$ cat config.mk
export PLATFORM = sky130hd
export DESIGN_NAME = mpq_ctrl
export DESIGN_NICKNAME = d
export VERILOG_FILES = /design/src/design/mpq_pkg.sv /design/src/design/mpq_ctrl.sv
export SDC_FILE = /design/constraint.sdc
export NUM_CORES = 1
export LEC_CHECK = 0
export BUFFER_PORTS_ARGS = -buffer_cell sky130_fd_sc_hd__buf_2
export CORE_MARGIN = 3
export CORE_UTILIZATION = 25
export DETAILED_ROUTE_END_ITERATION = 12
export PLACE_DENSITY = 0.62
export RECOVER_POWER = 25
export SLEW_MARGIN = 20
export SYNTH_ARGS = -nofsm -noshare
export SYNTH_HDL_FRONTEND = slang
export SYNTH_SLANG_ARGS = --single-unit
$ cat constraint.sdc
create_clock -name clk -period 3.1 [get_ports clk]
set_clock_uncertainty 0.1 [all_clocks]
set_input_delay 0.62 -clock clk [delete_from_list [all_inputs] [get_ports clk]]
set_output_delay 0.62 -clock clk [all_outputs]
set_load 0.05 [all_outputs]
$ cat src/design/mpq_pkg.sv
// Shared types, constants and the entry ordering function of the priority queue.
`timescale 1ns / 1ps
`default_nettype none
package mpq_pkg;

  localparam int CAPACITY = 256;
  localparam int ADDR_W   = $clog2(CAPACITY);
  localparam int CNT_W    = $clog2(CAPACITY + 1);
  localparam int IDX_W    = ADDR_W + 2;
  localparam int KEY_W    = 16;
  localparam int PAY_W    = 32;
  localparam int AGE_W    = 32;

  typedef enum logic {
    OP_INSERT = 1'b0,
    OP_REMOVE = 1'b1
  } opcode_t;

  typedef enum logic [1:0] {
    ST_OK    = 2'd0,
    ST_FULL  = 2'd1,
    ST_EMPTY = 2'd2
  } status_t;

  typedef struct packed {
    opcode_t            cmd;
    logic [KEY_W-1:0]   key;
    logic [PAY_W-1:0]   payload;
  } in_item_t;

  typedef struct packed {
    status_t            status;
    logic               removed_valid;
    logic [KEY_W-1:0]   removed_key;
    logic [PAY_W-1:0]   removed_payload;
    logic [CNT_W-1:0]   occupancy;
  } out_item_t;

  typedef struct packed {
    logic [KEY_W-1:0]   key;
    logic [PAY_W-1:0]   payload;
    logic [AGE_W-1:0]   age;
  } entry_t;

  typedef enum logic [2:0] {
    S_IDLE,
    S_UP_CHK,
    S_UP_CMP,
    S_RM_RD,
    S_DN_RD,
    S_DN_CMP,
    S_EMIT
  } state_t;

  // Commands from the controller to the datapath
  typedef struct packed {
    logic accept;
    logic rd_root;
    logic rd_parent;
    logic rd_children;
    logic take_root;
    logic up_move;
    logic dn_move;
    logic put_carried;
    logic load_out;
  } ctrl_cmd_t;

  // Status from the datapath to the controller
  typedef struct packed {
    logic empty;
    logic full;
    logic hole_zero;
    logic up_win;
    logic dn_leaf;
    logic dn_win;
  } dp_status_t;

  // True when entry a ranks strictly above entry b: larger key, or the older of equal keys
  function automatic logic ranks_above(entry_t a, entry_t b);
    logic [AGE_W-1:0] d;
    d = b.age - a.age;
    if (a.key != b.key) begin
      return a.key > b.key;
    end
    return (d != '0) && !d[AGE_W-1];
  endfunction

endpackage
`default_nettype wire

$ cat src/design/mpq_ctrl.sv
// Sequencing state machine and output handshake of the priority queue.
`timescale 1ns / 1ps
`default_nettype none
module mpq_ctrl import mpq_pkg::*; (
  input  wire logic        clk,
  input  wire logic        rst_n,
  input  wire logic        in_valid,
  input  wire opcode_t     in_cmd,
  output logic             in_stall,
  output logic             out_valid,
  input  wire logic        out_stall,
  output ctrl_cmd_t        cmd,
  input  wire dp_status_t  st
);

  state_t state_r, state_nxt;
  logic   out_valid_r, out_valid_nxt;

  always_ff @(posedge clk) begin
    if (!rst_n) begin
      state_r     <= S_IDLE;
      out_valid_r <= 1'b0;
    end else begin
      state_r     <= state_nxt;
      out_valid_r <= out_valid_nxt;
    end
  end

  always_comb begin
    state_nxt = state_r;
    cmd       = '0;
    unique case (state_r)
      S_IDLE: begin
        if (in_valid) begin
          cmd.accept = 1'b1;
          if (in_cmd == OP_INSERT) begin
            state_nxt = st.full ? S_EMIT : S_UP_CHK;
          end else if (st.empty) begin
            state_nxt = S_EMIT;
          end else begin
            cmd.rd_root = 1'b1;
            state_nxt   = S_RM_RD;
          end
        end
      end
      S_UP_CHK: begin
        if (st.hole_zero) begin
          cmd.put_carried = 1'b1;
          state_nxt       = S_EMIT;
        end else begin
          cmd.rd_parent = 1'b1;
          state_nxt     = S_UP_CMP;
        end
      end
      S_UP_CMP: begin
        if (st.up_win) begin
          cmd.up_move = 1'b1;
          state_nxt   = S_UP_CHK;
        end else begin
          cmd.put_carried = 1'b1;
          state_nxt       = S_EMIT;
        end
      end
      S_RM_RD: begin
        // Occupancy is already decremented: empty here means the root was the last entry
        cmd.take_root = 1'b1;
        state_nxt     = st.empty ? S_EMIT : S_DN_RD;
      end
      S_DN_RD: begin
        if (st.dn_leaf) begin
          cmd.put_carried = 1'b1;
          state_nxt       = S_EMIT;
        end else begin
          cmd.rd_children = 1'b1;
          state_nxt       = S_DN_CMP;
        end
      end
      S_DN_CMP: begin
        if (st.dn_win) begin
          cmd.dn_move = 1'b1;
          state_nxt   = S_DN_RD;
        end else begin
          cmd.put_carried = 1'b1;
          state_nxt       = S_EMIT;
        end
      end
      S_EMIT: begin
        // Hold until the output register is free
        if (!out_valid_r || !out_stall) begin
          cmd.load_out = 1'b1;
          state_nxt    = S_IDLE;
        end
      end
      default: state_nxt = S_IDLE;
    endcase
  end

  assign out_valid_nxt = cmd.load_out || (out_valid_r && out_stall);
  assign out_valid     = out_valid_r;
  assign in_stall      = state_r != S_IDLE;

  a_emit_source: assert property (@(posedge clk) disable iff (!rst_n)
    $rose(out_valid_r) |-> $past(state_r == S_EMIT))
    else $error("result appeared without passing through emit");

  a_emit_holds: assert property (@(posedge clk) disable iff (!rst_n)
    (state_r == S_EMIT && out_valid_r && out_stall) |=> (state_r == S_EMIT))
    else $error("emit left while output register busy");

  a_refused_insert: assert property (@(posedge clk) disable iff (!rst_n)
    (state_r == S_IDLE && in_valid && in_cmd == OP_INSERT && st.full)
    |=> (state_r == S_EMIT))
    else $error("insert into full queue did not go straight to emit");

  a_root_after_accept: assert property (@(posedge clk) disable iff (!rst_n)
    (state_r == S_RM_RD) |-> $past(state_r == S_IDLE && in_valid))
    else $error("root read without an accepted remove");

endmodule
`default_nettype wire

==> load_flow_metrics.sql <==
INSERT INTO impl_metrics (metric_group, metric, value, unit) VALUES
('outcome', 'run_status', 'finished, final reports clean', ''),
('worst_setup_path', 'critPathRequiredTime', '2.38', 'ns'),
('cells_and_area', 'post_route_cells_drive_above_1_share', '42.0', '%'),
('yosys', 'mapped_cells', '48', ''),
('placed_design', 'place.gp.congestion', '0.762', ''),
('route', 'wl_cell', '11.4', 'um'),
('timing', 'achievable-frequency', '399', 'MHz'),
('floorplanning', 'core_area', '1380', 'um^2'),
('floorplanning', 'design.die.area', '2090', 'um^2'),
('global_route', 'first_global_vias', '364', ''),
('worst_setup_path', 'r2r-end', 'state_r[1]', ''),
('placed_design', 'port_buffers', '21', ''),
('power_and_ir_drop', 'leakagePower', '0.241', 'nW'),
('yosys', 'ys_seq_elements', '4', ''),
('worst_setup_path', 'cp_slowest_stage_delay', '0.62', 'ns'),
('cells_and_area', 'ant_diodes', '0', ''),
('placed_design', 'place.detailed.instances', '81', ''),
('power_and_ir_drop', 'vdd_drop_max', '0.325', 'mV'),
('min_path', 'worstHoldPathCells', '2', ''),
('worst_setup_path', 'critical_path_peak_fanout', '17', ''),
('worst_setup_path', 'critical_path.slowest_cell', 'sky130_fd_sc_hd__dfxtp_1', ''),
('timing', 'tightest_slew', '0.495', 'ns'),
('route', 'dr.pass1.iters', '4', ''),
('clock_tree', 'cts.clk_slew.worst_paths', '0.04', 'ns'),
('clock_tree', 'post_cts_buffers', '0', ''),
('cells_and_area', 'instances_no_fill', '84', ''),
('global_route', 'antenna_found_initial', '0', ''),
('cells_and_area', 'areaGrowthSynthToFinish', '28.9', '%'),
('worst_setup_path', 'timing.critical_path.from_type', 'register', ''),
('clock_tree', 'post_cts_hold_buffer_count', '0', ''),
('cells_and_area', 'finalCoreUtilization', '36.7', '%'),
('route', 'drt_first_iter_violations', '3', ''),
('clock_tree', 'tritoncts_num_sinks', '4', ''),
('cells_and_area', 'final_common_cell', 'sky130_fd_sc_hd__buf_2', ''),
('clock_tree', 'post_cts_resized', '0', ''),
('cells_and_area', 'fin_nets', '82', ''),
('placed_design', 'detailedPlace.worstSlack', '0.820', 'ns'),
('power_and_ir_drop', 'powerDensity', '1100', 'nW/um^2'),
('route', 'post_drt_via_cell_ratio', '5.26', ''),
('min_path', 'hold_start', 'out_valid', ''),
('global_route', 'global_route.usage.total', '9.86', '%'),
('route', 'drcViolationCount', '0', ''),
('worst_setup_path', 'setup.reg_to_reg.worst_slack', '1.53', 'ns'),
('route', 'vias', '442', ''),
('timing', 'layout_min_cycle_time', '2.51', 'ns'),
('timing', 'final.setup.worst_slack', '0.592', 'ns'),
('worst_setup_path', 'r2r_cells', '3', ''),
('timing', 'final-hold-violation-count', '0', ''),
('yosys', 'ys.warnings.count', '0', ''),
('floorplanning', 'start_util', '28.5', '%'),
('global_route', 'pin_count_of_the_biggest_net_entering_global_routing', '18', ''),
('cells_and_area', 'most-common-layout-cells', 'sky130_fd_sc_hd__buf_2, sky130_fd_sc_hd__dfxtp_1', ''),
('yosys', 'yosysUniqueCellTypes', '34', ''),
('timing', 'final-setup-viol-count', '0', ''),
('power_and_ir_drop', 'totalPowerFinal', '0.558', 'mW'),
('timing', 'worst_slew_margin_rel', '67.0', '%'),
('floorplanning', 'core.rowCount', '13', ''),
('route', 'drt.antenna.violating_nets', '0', ''),
('yosys', 'synthesis.area', '394', 'um^2'),
('clock_tree', 'htree_num_levels', '1', ''),
('yosys', 'synth_nets', '59', ''),
('min_path', 'min_delay_worst_endpoint', 'out_valid', ''),
('worst_setup_path', 'worst_r2r_src', 'state_r[1]', ''),
('floorplanning', 'io_pins', '22', ''),
('timing', 'timing_max_transition_violations_final', '0', ''),
('global_route', 'grt_pass1_wl', '1440', 'um'),
('clock_tree', 'worst_skew_pair.late_latency', '0.25', 'ns'),
('floorplanning', 'die_h', '45.7', 'um'),
('timing', 'rsz_0062_raised_after_global_routing', 'false', ''),
('yosys', 'yosys.area.top_type_share', '20.3', '%'),
('yosys', 'synth_top_cells_by_area', 'sky130_fd_sc_hd__dfxtp_1, sky130_fd_sc_hd__and4bb_2, sky130_fd_sc_hd__nand3b_4', '');
[flip-flops by register name, summed over array words and instances (netlist names)]
| name | count |
|---|---|
| out_valid | 1 |
| state_r | 3 |
[routing by layer]
metal / vias to the layer above / part of all wire (%) / track usage [%]
li1: 229 / - / -
met5: - / 0 / 0
met4: 0 / 1.6 / 8.52
met3: 4 / 8.2 / 2.37
met2: 16 / 41 / 13.4
met1: 193 / 49 / 12.7
[worst max-delay path, delay by kind of cell (launching register included)]
family / cells / cell delay (ns)
DFF: 1 / 0.62
and+or+nand+nor: 1 / 0.29
AOI/OAI and AO/OA: 2 / 0.40
buffers and inverters: 1 / 0.23
[where the power goes]
part	switching [mW]	internal, mW	leakage [nW]	total, mW
Sequential	0.0612	0.0714	0.0329	0.133
Combinational	0.237	0.118	0.195	0.354
Clock	0.0268	0.0437	0.0138	0.0705
[cell type report]
type	instances	area (um^2)
Tap cell	15	18.8
Fill cell	141	875
Multi-Input combinational cell	38	270
Sequential cell	4	80.1
Clock buffer	3	22.5
Inverter	3	11.3
Timing Repair Buffer	21	105
[cells by family after synthesis]
| group | share of synthesized area [%] |
|---|---|
| AO/OA/AOI/OAI | 23.2 |
| AND/OR/NAND/NOR | 44.8 |
| buffers and inverters | 8.89 |
| flip-flops | 20.3 |
| multiplexers | 2.86 |
[stage by stage]
| step | hold WS, ns | instance area, um^2 |
|---|---|---|
| final | 0.404 | 508 |
| after detailed placement | 0.394 | 494 |
| after global routing | 0.414 | 508 |
| after CTS | 0.403 | 517 |
| after floorplan | 0.518 | 394 |
| after global placement | 0.386 | 494 |
[worst max path at each step]
stage               startpoint      to  slack (ns)  cells after the start
finish              state_r[1]  cmd[1]        0.59                      4
global route        state_r[1]  cmd[1]        0.50                      4
CTS                 state_r[1]  cmd[1]        0.58                      4
detailed placement  state_r[1]  cmd[1]        0.82                      4
global placement         st[0]  cmd[1]        0.85                      5
floorplan                st[1]  cmd[5]        0.04                      1
[cells in the mapped netlist]
master and number:
sky130_fd_sc_hd__nand3b_4 1, sky130_fd_sc_hd__and4bb_2 2, sky130_fd_sc_hd__inv_1 3, sky130_fd_sc_hd__or2_1 1, sky130_fd_sc_hd__a21boi_0 2, sky130_fd_sc_hd__nor4_1 1, sky130_fd_sc_hd__and2_0 1, sky130_fd_sc_hd__and3_1 1
sky130_fd_sc_hd__and4_1 1, sky130_fd_sc_hd__o211ai_1 1, sky130_fd_sc_hd__buf_6 1, sky130_fd_sc_hd__nand2_1 3, sky130_fd_sc_hd__o31a_1 1, sky130_fd_sc_hd__nor2b_1 2, sky130_fd_sc_hd__nand4_1 1, sky130_fd_sc_hd__mux2_2 1
sky130_fd_sc_hd__buf_2 1, sky130_fd_sc_hd__or4_4 1, sky130_fd_sc_hd__o32a_1 1, sky130_fd_sc_hd__o21a_1 1, sky130_fd_sc_hd__a31oi_1 1, sky130_fd_sc_hd__nor2_1 3, sky130_fd_sc_hd__a21oi_1 1, sky130_fd_sc_hd__nand3_1 1
sky130_fd_sc_hd__a2bb2oi_1 1, sky130_fd_sc_hd__and3b_1 1, sky130_fd_sc_hd__a211oi_1 1, sky130_fd_sc_hd__dfxtp_1 4, sky130_fd_sc_hd__nand2b_1 1, sky130_fd_sc_hd__and2_1 1, sky130_fd_sc_hd__o31ai_1 2, sky130_fd_sc_hd__nor4b_1 1
sky130_fd_sc_hd__nor3_1 2, sky130_fd_sc_hd__buf_4 1
Power figures use the tool's default switching activity.
